<file path="config.mk">
export PLATFORM = sky130hd
export DESIGN_NAME = gregorian_weekday_and_yearday_unit
export DESIGN_NICKNAME = d
export VERILOG_FILES = /design/src/rtl/gwyd_pkg.sv /design/src/rtl/gregorian_weekday_and_yearday_unit.sv
export SDC_FILE = /design/constraint.sdc
export NUM_CORES = 1
export LEC_CHECK = 0
export BUFFER_PORTS_ARGS = -buffer_cell sky130_fd_sc_hd__buf_2
export CORE_AREA = 2 2 121 123
export DETAILED_ROUTE_END_ITERATION = 8
export DIE_AREA = 0 0 123 125
export SYNTH_ARGS = -nofsm -noshare
export SYNTH_HDL_FRONTEND = slang
export SYNTH_SLANG_ARGS = --single-unit
</file>
<file path="constraint.sdc">
create_clock -name clk_i -period 12.93 [get_ports clk_i]
set_clock_uncertainty 0.1 [all_clocks]
set_input_delay 1.293 -clock clk_i [delete_from_list [all_inputs] [get_ports clk_i]]
set_output_delay 1.293 -clock clk_i [all_outputs]
set_load 0.05 [all_outputs]
</file>
<file path="src/rtl/gwyd_pkg.sv">
// gwyd_pkg: widths, month tables and helper functions for the gregorian
// weekday and yearday unit
// no dependencies
package gwyd_pkg;

  localparam int unsigned YearW = 14;
  localparam int unsigned MonthW = 4;
  localparam int unsigned MdayW = 5;
  localparam int unsigned YdayW = 9;
  localparam int unsigned WdayW = 3;
  localparam int unsigned CentW = 8;
  localparam int unsigned YoffW = 7;
  localparam int unsigned DowW = 8;

  // reciprocal of 100 scaled by 2^19, exact for every 14 bit year
  localparam int unsigned RecipShift = 19;
  localparam int unsigned ProdW = YearW + 13;
  localparam logic [ProdW-1:0] Recip100 = ProdW'(5243);
  localparam logic [CentW-1:0] Century = CentW'(100);

  localparam logic [MonthW-1:0] MonthJan = MonthW'(0);
  localparam logic [MonthW-1:0] MonthFeb = MonthW'(1);
  localparam logic [MonthW-1:0] MonthDec = MonthW'(11);

  typedef logic [2:0] off_t;
  typedef off_t [3:0] cent_tab_t;
  typedef off_t [11:0] moff_tab_t;
  typedef logic [11:0] [YdayW-1:0] cum_tab_t;

  localparam cent_tab_t CentStart = {3'd6, 3'd0, 3'd2, 3'd4};
  localparam moff_tab_t MoffNormal = {3'd5, 3'd3, 3'd0, 3'd5, 3'd2, 3'd6,
                                      3'd4, 3'd1, 3'd6, 3'd3, 3'd3, 3'd0};
  localparam moff_tab_t MoffLeap = {3'd5, 3'd3, 3'd0, 3'd5, 3'd2, 3'd6,
                                    3'd4, 3'd1, 3'd6, 3'd3, 3'd2, 3'd6};
  // days before each month in a common year
  localparam cum_tab_t CumDays = {9'd334, 9'd304, 9'd273, 9'd243, 9'd212, 9'd181,
                                  9'd151, 9'd120, 9'd90, 9'd59, 9'd31, 9'd0};

  // residue mod 7 by folding base 8 digits, since 8 is 1 mod 7
  function automatic logic [WdayW-1:0] mod7(input logic [DowW-1:0] x);
    logic [4:0] s;
    logic [3:0] t;
    s = 5'(x[7:6]) + 5'(x[5:3]) + 5'(x[2:0]);
    t = 4'(s[4:3]) + 4'(s[2:0]);
    if (t >= 4'd7) begin
      t = t - 4'd7;
    end
    return t[WdayW-1:0];
  endfunction

endpackage

</file>
<file path="src/rtl/gregorian_weekday_and_yearday_unit.sv">
// gregorian_weekday_and_yearday_unit: day of year and day of week of a date
// three register stages: input word, century quotient, result
// depends on gwyd_pkg
// an accepted word passes through the input word, century quotient and result
// registers in that order before its result strobe rises
// throughput: one word per cycle, busy_o stays low, set by the three stage pipe
// the receiver cannot stall; results appear for exactly one cycle
// reset clears the stage valid bits only, data registers are not reset
module gregorian_weekday_and_yearday_unit (
  input  logic                            clk_i,
  input  logic                            rst_ni,
  input  logic                            start_i,
  output logic                            busy_o,
  input  logic [gwyd_pkg::YearW-1:0]      year_i,
  input  logic [gwyd_pkg::MonthW-1:0]     month_i,
  input  logic [gwyd_pkg::MdayW-1:0]      day_of_month_i,
  output logic                            valid_o,
  output logic [gwyd_pkg::YdayW-1:0]      day_of_year_o,
  output logic [gwyd_pkg::WdayW-1:0]      weekday_o
);
  import gwyd_pkg::*;

  logic                v1_q, v2_q, v3_q;
  logic [YearW-1:0]    year1_q, year2_q;
  logic [MonthW-1:0]   mon1_q, mon2_q;
  logic [MdayW-1:0]    mday1_q, mday2_q;
  logic [CentW-1:0]    cent_d, cent_q;
  logic [ProdW-1:0]    prod;
  logic [YearW-1:0]    yrem;
  logic [YoffW-1:0]    yoff;
  logic                leap;
  logic [1:0]          cidx;
  logic [3:0]          mi;
  logic [2:0]          moff;
  logic [DowW-1:0]     dow;
  logic [YdayW-1:0]    yday_d, yday_q;
  logic [WdayW-1:0]    wday_d, wday_q;

  assign busy_o = 1'b0;

  // stage 1: quotient by 100 via reciprocal multiply
  assign prod   = ProdW'(year1_q) * Recip100;
  assign cent_d = prod[ProdW-1 -: CentW];

  // stage 2: remainder, leap rule, tables, weekday sum
  assign yrem = year2_q - YearW'(cent_q * YearW'(Century));
  assign yoff = yrem[YoffW-1:0];
  assign leap = (year2_q[1:0] == 2'd0) && ((yoff != '0) || (cent_q[1:0] == 2'd0));
  assign cidx = cent_q[1:0] + 2'd3;
  assign mi   = (mon2_q > MonthDec) ? MonthDec : mon2_q;
  assign moff = leap ? MoffLeap[mi] : MoffNormal[mi];

  always_comb begin
    yday_d = CumDays[mi] + YdayW'(mday2_q);
    if (leap && (mi > MonthFeb)) begin
      yday_d = yday_d + YdayW'(1);
    end
    dow = DowW'(CentStart[cidx]) + DowW'(yoff) + DowW'(yoff[YoffW-1:2])
        + DowW'(moff) + DowW'(mday2_q) + DowW'(6);
    wday_d = mod7(dow);
  end

  always_ff @(posedge clk_i or negedge rst_ni) begin
    if (!rst_ni) begin
      v1_q <= 1'b0;
      v2_q <= 1'b0;
      v3_q <= 1'b0;
    end else begin
      v1_q <= start_i && !busy_o;
      v2_q <= v1_q;
      v3_q <= v2_q;
    end
  end

  always_ff @(posedge clk_i) begin
    year1_q <= year_i;
    mon1_q  <= month_i;
    mday1_q <= day_of_month_i;
    year2_q <= year1_q;
    mon2_q  <= mon1_q;
    mday2_q <= mday1_q;
    cent_q  <= cent_d;
    yday_q  <= yday_d;
    wday_q  <= wday_d;
  end

  assign valid_o       = v3_q;
  assign day_of_year_o = yday_q;
  assign weekday_o     = wday_q;

  a_word_gives_result: assert property (@(posedge clk_i) disable iff (!rst_ni)
    (start_i && !busy_o) |-> ##3 valid_o)
    else $error("accepted word lost");

  a_result_has_word: assert property (@(posedge clk_i) disable iff (!rst_ni)
    valid_o |-> $past(v1_q, 2))
    else $error("result without accepted word");

  a_weekday_range: assert property (@(posedge clk_i) disable iff (!rst_ni)
    valid_o |-> (weekday_o < WdayW'(7)))
    else $error("weekday out of range");

  a_yday_range: assert property (@(posedge clk_i) disable iff (!rst_ni)
    valid_o |-> (day_of_year_o <= YdayW'(366)))
    else $error("day of year out of range");

  a_jan_no_leap: assert property (@(posedge clk_i) disable iff (!rst_ni)
    (v2_q && (mon2_q == MonthJan)) |=> (yday_q == YdayW'($past(mday2_q))))
    else $error("january day of year wrong");

endmodule

</file>
After elaboration in Yosys (flattened, before gate mapping)
Memory sizes are Yosys's and may differ from the RTL's.
Cells that the tools add are included.
- ROM bits: 240
- input port bits: 26
- memories kept: 3
- word-level logic and storage cells: 50
- flip-flop bits (word level): 62
- output and inout bits: 14
- add/subtract/negate cells: 13
- $lt $le $gt $ge: 5
- reduce and logical (&&, ||, !) cells: 6
- multipliers: 2
- muxes and demuxes: 9
- memories (memory ; depth ; bits a word ; read ports ; clocked after Yosys merged registers in ; wr ports ; RTL line ; source):
    (name not given) ; 16 ; 9 ; 1 ; 0 ; 0 ; gregorian_weekday_and_yearday_unit.sv:54 ; yday_d = CumDays[mi] + YdayW'(mday2_q);
    (name not given) ; 16 ; 3 ; 1 ; 0 ; 0 ; gregorian_weekday_and_yearday_unit.sv:51 ; assign moff = leap ? MoffLeap[mi] : MoffNormal[mi];
    (name not given) ; 16 ; 3 ; 1 ; 0 ; 0 ; gregorian_weekday_and_yearday_unit.sv:51 ;
- operator list (operator ; number):
    14-bit by 13-bit multiplier with 27-bit output, second input constant ; 1
    9-bit 2-to-1 mux ; 2
    8-bit by 5-bit adder with 8-bit output ; 2
    3-bit 2-to-1 mux ; 5
    9-bit by 1-bit adder with 9-bit output, second input constant ; 1
    9-bit by 5-bit adder with 9-bit output ; 1
    2-bit by 3-bit adder with 4-bit output ; 2
    3-bit by 7-bit adder with 8-bit output ; 1
    8-bit by 3-bit adder with 8-bit output ; 1
    8-bit by 3-bit adder with 8-bit output, second input constant ; 1
    8-bit by 5-bit multiplier with 5-bit output, second input constant ; 1
    7-bit nonzero test ; 1
    7-bit subtractor ; 1
    3-bit binary-select mux with 2-bit select ; 1
    4-bit by 3-bit adder with 5-bit output ; 1
    4-bit by 5-bit less-than comparator with 1-bit output, second input constant ; 1
    4-bit by 3-bit greater-or-equal comparator with 1-bit output, second input constant ; 1
    4-bit by 1-bit > comparator with 1-bit output, second input constant ; 1
    4-bit > comparator, second input constant ; 1
    2-bit logical NOT ; 2
    4-bit 2-to-1 mux ; 1
    2-bit by 3-bit less-than comparator with 1-bit output, second input constant ; 1
    3-bit subtractor, second input constant ; 1
    2-bit adder, second input constant ; 1
    other kinds (2) ; 3

Depth between registers and ports, before layout
Gate-level depths: netlist of the first run.
- depth after elaboration: 14
- depth in mapped cells: 35
- depth with buffers taken out: 35

Worst setup path before layout of the first run
OpenSTA, ideal clock, no wires.
- path type: reg-to-reg
- start: reg cent_q[0]
- end: reg wday_q[0], in the netlist weekday_o[0]
- clock period less this slack: 7.359 ns
- arrival: 7.140 ns
- setup time: 0.119 ns
- cell stages (with the launch flop): 34
- path slack: 5.571 ns
- path buffers: 0
- required time: 12.711 ns
- cells stage by stage: dfxtp_1 ha_1 fa_1 nand2b_1 a21oi_1 xor2_2 a211o_2 o21ai_0 o21ai_0 o211a_1 fa_1 inv_1 fa_1 fa_1 inv_1 ha_1 a21o_1 a21oi_1 o21bai_1 a21oi_1 xor2_1 fa_1 inv_1 ha_1 inv_1 fa_1 xnor2_1 ha_1 inv_1 fa_1 inv_1 ha_1 a21o_1 xor2_1
- word-level cells in the longest chain between the ends: 14
- elaborated cells between the ends (all ways): 21
- classes of those cells: 11 x add/sub; 1 x mul; 1 x order compare; 4 x mux; 4 x reduce/logical
- ends and longest elaborated chain (element ; RTL line ; source):
    from (decl) ; gregorian_weekday_and_yearday_unit.sv:27 ; logic [CentW-1:0] cent_d, cent_q;
    from (signal assigned) ; gregorian_weekday_and_yearday_unit.sv:82 ; cent_q <= cent_d;
    branches (longest 6 deep; another with 8-bit by 5-bit multiplier with 5-bit output) ; - ;
    8-bit by 3-bit adder with 8-bit output (*) ; gregorian_weekday_and_yearday_unit.sv:59 ; + DowW'(moff) + DowW'(mday2_q) + DowW'(6);
    8-bit by 5-bit adder with 8-bit output (*) ; gregorian_weekday_and_yearday_unit.sv:59 ;
    8-bit by 3-bit adder with 8-bit output (*) ; gregorian_weekday_and_yearday_unit.sv:59 ;
    2-bit by 3-bit adder with 4-bit output ; gwyd_pkg.sv:43 ; s = 5'(x[7:6]) + 5'(x[5:3]) + 5'(x[2:0]);
    4-bit by 3-bit adder with 5-bit output (*) ; gwyd_pkg.sv:43 ;
    2-bit by 3-bit adder with 4-bit output (*) ; gwyd_pkg.sv:44 ; t = 4'(s[4:3]) + 4'(s[2:0]);
    4-bit by 3-bit greater-or-equal comparator with 1-bit output / 3-bit subtractor (equally long branches) ; gwyd_pkg.sv:45, gwyd_pkg.sv:46 ;
    3-bit 2-to-1 mux (*) ; gwyd_pkg.sv:45 ; if (t >= 4'd7) begin
    via wday_d[0] ; gregorian_weekday_and_yearday_unit.sv:37 ; logic [WdayW-1:0] wday_d, wday_q;
    to (signal assigned) ; gregorian_weekday_and_yearday_unit.sv:84 ; wday_q <= wday_d;
    to (decl) ; gregorian_weekday_and_yearday_unit.sv:37 ;
Mark *: on every way through the listed nets, which the timed path passes. The select of a mux whose other input is x is not followed.

Worst setup path in the final report of the first run
- start: reg cent_q[0]
- end: reg wday_q[1], in the netlist weekday_o[1]
Same word-level chain as after synthesis.

==> results of run 1 <==
[sequential cells by signal (all words and copies together) (netlist names)]
signal	cells
mon2_q	4
v1_q	1
mday1_q	5
v2_q	1
valid_o	1
day_of_year_o	9
weekday_o	3
year2_q	7
year1_q	14
mday2_q	5
cent_q	5
mon1_q	4
[area by class of cell]
| type | instances | area [um2] |
|---|---|---|
| clock buffers | 9 | 225 |
| clock inverters | 7 | 100 |
| fillers | 1342 | 7260 |
| inverters | 157 | 589 |
| multi-input cells | 393 | 4410 |
| flip-flops and latches | 59 | 1200 |
| well taps | 184 | 230 |
| repair buffers | 38 | 190 |
[metal layers]
layer / vias up / share of wire, % / track usage [%]
li1: 2044 / - / -
met1: 1973 / 43 / 20.8
met2: 39 / 53 / 31.4
met3: 7 / 2.7 / 2.37
met4: 0 / 1.1 / 4.28
met5: - / 0 / 0
[cells in the final DEF, fill, tap and decap left out, types with 3 or more instances in the layout]
cell type  instances
a211oi_1           3
a21o_1             9
a21oi_1           18
a221oi_1           3
and3_1             4
buf_2             38
clkbuf_16          9
clkinv_4           3
dfrtp_1            3
dfxtp_1           56
fa_1              78
ha_1             124
inv_1            157
mux2i_1            4
nand2_1           19
nand2b_1           4
nand3_1            6
nand4_1            8
nor2_1            19
nor2b_1            6
nor3_1             4
o21a_1             7
o21ai_0           12
o21bai_1           3
xnor2_1           21
xor2_1            10
xor2_2             3
[metrics by stage]
| stage | cells | hold WS (ps) | cell area [um2] | utilization (%) |
|---|---|---|---|---|
| after floorplan | 613 | 210 | 6220 | - |
| after global placement | 831 | 212 | 6620 | 46.6 |
| after detailed placement | 831 | 214 | 6620 | 46.6 |
| after CTS | 847 | 228 | 6940 | 48.9 |
| after global routing | 847 | 231 | 6940 | 48.9 |
| final | 847 | 225 | 6940 | 48.9 |
[worst max-delay path: cells and delay by family, from the launching register on]
family                   cells  cell delay (ps)
AO/OA/AOI/OAI               11             1960
XOR/XNOR                     3              520
adder cells (fa/ha/maj)     12             4270
buffers and inverters        6              330
AND/OR/NAND/NOR              2              240
flip-flops                   1              380
[worst paths after layout]
| path | startpoint | endpoint | slack (ps) | cells after the start |
|---|---|---|---|---|
| min in group asynchronous | rst_ni | v1_q$_DFF_PN0_ | 640 | 1 |
| setup reg to reg | cent_q[0]$_DFF_P_ | weekday_o[1]$_DFF_P_ | 5020 | 34 |
| setup / recovery | cent_q[0]$_DFF_P_ | weekday_o[1]$_DFF_P_ | 5020 | 34 |
| hold / removal | mday1_q[3]$_DFF_P_ | mday2_q[3]$_DFF_P_ | 230 | 0 |
| max in group asynchronous | rst_ni | valid_o$_DFF_PN0_ | 11980 | 1 |
| hold reg to reg | mday1_q[3]$_DFF_P_ | mday2_q[3]$_DFF_P_ | 230 | 0 |
[cell families (layout without fill, tap and decap cells)]
family	count (synthesis)	count (layout)	synth area share (%)
compound gates	75	75	8.73
xor+xnor	34	34	5.15
fa+ha+maj	202	202	50.1
buf+inv	161	211	9.86
flops	59	59	19.2
mux	6	6	1.05
other cells	1	1	0.0603
simple gates	75	75	5.86
==> out/qor.txt, run 1 <==
Mean post-synth cell area: 10.1 um2
Root Driver: clkbuf_16
Worst-Margin Slew: 539 ps
Slowest stage cell, crit path: fa_1
Number of gates resized after CTS: 0
Final period util: 61.1%
Largest net degree at the start of global routing: 21
Antenna diodes: 0
Setup_tns: 0 ps
Fin. Hold Viols: 0
Vias: 4063
CP Max Fanout: 5
Post-CTS setup buffers: 0
Synth Flop Type: dfxtp_1
Gpl congestion: 0.844
Final setup viols: 0
Status: complete, no violations
Slew headroom: 63.1%
CORE AREA: 0.0142 mm2
Die Span Y: 125 um
Max Buffers Root-to-Sink: 2
Post-Route WL: 11900 um
Sequential fraction of the synthesis area: 19.2%
Max incr delay on CP: 550 ps
Share of cells above drive strength 1: 10.1%
Total die area: 0.0154 mm2
Clock-pin slew on the worst setup and hold paths: 50 ps
DR WL/cell: 14.0 um
Number of synthesis warnings: 0
Pre-Repair DR Iteration Count: 4
Worst Slack Setup Final: 5020 ps
CTS tree: done
Top cell type's share of synthesized area: 25.1%
Top post-synthesis cells by area: fa_1, ha_1, dfxtp_1, inv_1, xnor2_1
Die width: 123 um
Sink Count: 59
Setup WS pre-CTS: 5040 ps
Htree depth: 3
Via density per instance: 4.80
Arrival @ worst endpoint: 8010 ps
Final Max Slew Viols: 0
Yosys reg bits: 59
Drt drc: 0
First-pass GRT wire length: 20500 um
Post-Syn Instances: 613
Nets: 886
Most frequent cell after synthesis: inv_1
Max Clock Freq: 126 MHz
Antenna-violating nets left: 0
Crit-path most repeated cell: fa_1
Setup CP Type: flip-flop to flip-flop
Gr ovfl total: 0
Tmin final: 7910 ps
DRT iter0 DRCs: 104
Synth area leader: fa_1
Mapped cell area: 0.00622 mm2
CTS Buf Count: 9
Initial antenna violation count: 0
Synth top cells by count: inv_1, ha_1, fa_1
Clk_lat worst skew: 330 ps
Dpl hpwl: 10200 um
Crit start category: flip-flop
MaxCap Viol Count: 0
Vias in the first global route: 4362
GRT Resource Usage Total: 17.1%
Hold-fix buffers at CTS: 0
Netlist cell types: 51
Data required, critical path: 13030 ps
Post-Syn Nets: 841
Area grow syn2layout: 11.6%
Synth async-reset ratio: 5.08%
Port buffer count: 38
CP endpoint kind: flip-flop
Ports: 40
Starting Density: 43.8%
Rows: 44
Unrepaired setup endpoints after global routing: no
EDFF count, synth: 0
Class of the worst hold path: flip-flop to flip-flop
Power of run 1 is not shown: default switching activity piles up to over one toggle a cycle in this logic, so the estimate is an artifact.
==> inputs of run 2 (changes only) <==
==> constraint.sdc (replaced) <==
create_clock -name clk_i -period 7.3 [get_ports clk_i]
set_clock_uncertainty 0.1 [all_clocks]
set_input_delay 0.73 -clock clk_i [delete_from_list [all_inputs] [get_ports clk_i]]
set_output_delay 0.73 -clock clk_i [all_outputs]
set_load 0.05 [all_outputs]
==> out/qor.txt, run 2 (same netlist as run 1, synthesis figures left out) <==
Unrepaired setup endpoints after global routing: yes
Crit start category: flip-flop
Most common cell after layout, fill and taps aside: inv_1
Cell count after placement: 840
Max incr delay on CP: 580 ps
Class of the worst hold path: input port to asynchronous set/reset pin
Pre-Repair DR Iteration Count: 4
Slowest stage cell, crit path: fa_2
Fillers: 1306
Largest net degree at the start of global routing: 20
CTS Buf Count: 9
Clk_lat worst skew: 330 ps
Data required, critical path: 7410 ps
Rows: 44
Vias in the first global route: 4534
CTS tree: done
Crit-path most repeated cell: inv_2
Final std cells w/o fill: 865
Area grow syn2layout: 15.3%
Setup crit start: year2_q[2]$_DFF_P_
CP endpoint kind: flip-flop
Final Hold Slack: 78.8 ps
Final setup viols: 3
Antenna-violating nets left: 0
Biggest register: year1_q
Met1 usage: 21.0%
Final Max Slew Viols: 0
MaxCap Viol Count: 0
Grt met2 use: 31.9%
Arrival @ worst endpoint: 7470 ps
Failing checks: negative setup slack
Worst Slack Setup Final: -58.2 ps
GRT Resource Usage Total: 17.5%
Vias: 4188
Gpl congestion: 0.817
Dpl hpwl: 10300 um
CORE AREA: 0.0142 mm2
Final period util: 101%
Setup_tns: -127 ps
CP bufs+invs: 7
CP Max Fanout: 3
Largest register FFs: 14
Grt peak-use layer: met2
Setup CP Type: flip-flop to flip-flop
Worst-Margin Slew: 473 ps
FF-to-FF Start: year2_q[2]$_DFF_P_
Root Driver: clkbuf_16
Via density per instance: 4.84
Finished Core Util: 50.5%
First-pass GRT wire length: 21000 um
DR WL/cell: 14.0 um
Total die area: 0.0154 mm2
Starting Density: 43.8%
Htree depth: 3
Tmin final: 7360 ps
Die Span Y: 125 um
Gr ovfl total: 0
Max Clock Freq: 136 MHz
Fin. Hold Viols: 0
Regs by FF count: year1_q: 14 flops, day_of_year_o: 9 flops, year2_q: 7 flops
DRT iter0 DRCs: 112
Area of the multi-input gates: 0.00452 mm2
Port buffer count: 38
Share of cells above drive strength 1: 15.9%
Reg area: 0.00120 mm2
Status: finished with violations
Post-Route WL: 12200 um
Clock-pin slew on the worst setup and hold paths: 60 ps
Grt met3 use: 1.87%
Die width: 123 um
Nets: 903
Most frequent cells in the layout: inv_1, ha_1, fa_1
Initial antenna violation count: 1
Max Buffers Root-to-Sink: 2
CP delay by family, top: adder cells
Drt drc: 0
Slew headroom: 67.6%
Ports: 40
Sink Count: 59
==> run 2: cell count changes in the layout (fill, tap and decap cells not counted), moves of 3 or more <==
cell and delta:
buf_4 +17, ha_1 -6, inv_1 -5, inv_2 +5, ha_4 +4, o21ai_0 -4, o21ai_1 +4, a21oi_1 -3
fa_1 -3, fa_2 +3, inv_6 +3
==> run 2: final timing paths <==
| kind | slack, ps | depth (start not counted) | to |
|---|---|---|---|
| worst max-delay path | -60 | 35 | weekday_o[1]$_DFF_P_ |
| worst min-delay path | 80 | 1 | v1_q$_DFF_PN0_ |
| worst max register to register | -60 | 35 | weekday_o[1]$_DFF_P_ |
| worst min register to register | 230 | 0 | mday2_q[0]$_DFF_P_ |
| max in group asynchronous | 6910 | 1 | valid_o$_DFF_PN0_ |
| min in group clk_i | 230 | 0 | mday2_q[0]$_DFF_P_ |
==> run 2: worst register-to-register path, delay by kind of cell (launching register included) <==
family | cells | cell delay [ps]
adders and majority gates | 12 | 4080
AOI/OAI and AO/OA | 11 | 1670
xor gates and xnor gates | 3 | 490
buffers and inverters | 7 | 350
DFF | 1 | 320
and+or+nand+nor | 2 | 250
==> run 2: what timing repair did <==
item,4_1_cts,5_1_grt
buffers inserted,6,2
hold endpoints to repair,0,0
setup endpoints to repair,3,3
pin swaps,9,7
hold buffers,0,0
resized for setup,19,12
==> run 2: routing by layer <==
metal	vias to the layer above	wire length (um)	share of wire, %
li1	2074	-	-
met1	2058	5220	43
met2	40	6480	53
met3	16	254	2.1
met4	0	205	1.7
met5	-	0	0
==> run 2: through the flow <==
stage	area, um2	setup WS [ps]
floorplan	6220	20.9
global placement	6690	17.7
detailed placement	6690	-327
CTS	7110	-146
global route	7170	-384
finish	7170	-58.2
==> run 2: final cells by class <==
type,instances,area share [%]
well taps,184,3.21
repair buffers,55,4.43
flip-flops and latches,59,16.7
multi-input cells,393,63.1
inverters,157,8.22
clock inverters,7,1.13
diodes,1,0.0349
clock buffers,9,3.14
Power of run 2 is left out for the same reason.
==> inputs of run 3 (changes only) <==
--- a/config.mk
+++ b/config.mk
@@ -6,9 +6,9 @@
 export NUM_CORES = 1
 export LEC_CHECK = 0
 export BUFFER_PORTS_ARGS = -buffer_cell sky130_fd_sc_hd__buf_2
-export CORE_AREA = 2 2 121 123
+export CORE_AREA = 2 2 111 134
 export DETAILED_ROUTE_END_ITERATION = 8
-export DIE_AREA = 0 0 123 125
+export DIE_AREA = 0 0 113 136
 export SYNTH_ARGS = -nofsm -noshare
 export SYNTH_HDL_FRONTEND = slang
 export SYNTH_SLANG_ARGS = --single-unit
==> out/qor.txt, run 3 (same netlist as run 1, synthesis figures left out) <==
Status: finished with violations
Failing checks: design-rule violations, negative setup slack
DRT iter0 DRCs: 129
Final Max Slew Viols: 0
Rows: 48
Setup crit start: year2_q[2]$_DFF_P_
Clock-pin slew on the worst setup and hold paths: 60 ps
Setup WS pre-CTS: -233 ps
Most frequent cells in the layout: inv_1, ha_1, fa_1
Regs by FF count: year1_q: 14 flops, day_of_year_o: 9 flops, year2_q: 7 flops
Sink Count: 59
Data required, critical path: 7410 ps
Gpl congestion: 0.853
Gr ovfl total: 0
Worst Reg-to-Reg Cells: 36
R2R setup slack: -140 ps
Grt peak-use layer: met2
Htree depth: 3
Slew headroom: 63.0%
Die Span Y: 136 um
Fin. Hold Viols: 0
Starting Density: 43.9%
Die width: 113 um
Setup crit end: weekday_o[0]$_DFF_P_
FF-to-FF Start: year2_q[2]$_DFF_P_
Finished Core Util: 50.3%
Max incr delay on CP: 490 ps
Post-Route WL: 12600 um
CP bufs+invs: 10
Antenna diodes: 0
Met1 usage: 18.1%
Most common cell after layout, fill and taps aside: inv_1
Slowest stage cell, crit path: fa_1
CP Max Fanout: 3
Vias: 4214
Critical path depth: 36
Final setup viols: 3
Root Driver: clkbuf_16
GRT Resource Usage Total: 17.8%
Initial antenna violation count: 1
Via density per instance: 4.93
Crit start category: flip-flop
MaxCap Viol Count: 0
Drt drc: 4
Pre-Repair DR Iteration Count: 9
Worst-Margin Slew: 540 ps
Setup_tns: -292 ps
Dpl hpwl: 10600 um
CP delay by family, top: adder cells
Hold-fix buffers at CTS: 0
Grt met3 use: 2.63%
CTS tree: done
Nets: 902
Clk_lat worst skew: 330 ps
Fillers: 1320
Largest register FFs: 14
Class of the worst hold path: input port to asynchronous set/reset pin
Tmin final: 7440 ps
Port buffer count: 38
Setup CP Type: flip-flop to flip-flop
Unrepaired setup endpoints after global routing: yes
DR WL/cell: 14.8 um
R2R Path End: weekday_o[0]$_DFF_P_
Crit-path most repeated cell: inv_1
Grt met2 use: 36.5%
Max Clock Freq: 134 MHz
Worst Slack Setup Final: -139 ps
Final period util: 102%
Ports: 40
Largest net degree at the start of global routing: 20
CP endpoint kind: flip-flop
Total die area: 0.0154 mm2
Vias in the first global route: 4577
CTS Buf Count: 9
CORE AREA: 0.0142 mm2
Biggest register: year1_q
Arrival @ worst endpoint: 7550 ps
Antenna-violating nets left: 0
Area grow syn2layout: 14.7%
First-pass GRT wire length: 21200 um
Max Buffers Root-to-Sink: 2
Share of cells above drive strength 1: 16.1%
-- run 3: how the worst min path moves through the flow --
stage                              end  slack, ps  cells after the start
floorplan           mday2_q[0]$_DFF_P_        210                      0
global placement     mon2_q[0]$_DFF_P_        210                      0
detailed placement  mday2_q[0]$_DFF_P_        210                      0
CTS                     v1_q$_DFF_PN0_         70                      1
global route            v1_q$_DFF_PN0_         70                      1
finish               valid_o$_DFF_PN0_         80                      1
-- run 3: metal layers --
metal,vias up,part of all wire (%)
met5,-,0.10
met4,2,1.8
met3,19,1.8
met2,41,59
met1,2080,37
li1,2072,-
-- run 3: final cells by class --
| cell class | count | area, um2 | share of cell area, % |
|---|---|---|---|
| Tap cell | 175 | 219 | 3.07 |
| Multi-Input combinational cell | 393 | 4510 | 63.3 |
| Clock buffer | 9 | 225 | 3.16 |
| Sequential cell | 59 | 1200 | 16.8 |
| Inverter | 157 | 589 | 8.26 |
| Clock inverter | 7 | 76.3 | 1.07 |
| Timing Repair Buffer | 54 | 310 | 4.35 |
-- run 3: repair_timing --
| item | CTS | global route |
|---|---|---|
| buffers inserted | 3 | 2 |
| resized for setup | 16 | 15 |
| setup endpoints to repair | 3 | 3 |
| pin swaps | 11 | 20 |
-- run 3: metrics by stage --
stage	hold slack (ps)	instances	cell area (um2)
final	82.4	854	7130
after global routing	69.6	854	7130
after CTS	69.1	852	7070
after detailed placement	212	833	6690
after global placement	212	833	6690
after floorplan	210	613	6220
Power of run 3 is left out for the same reason.
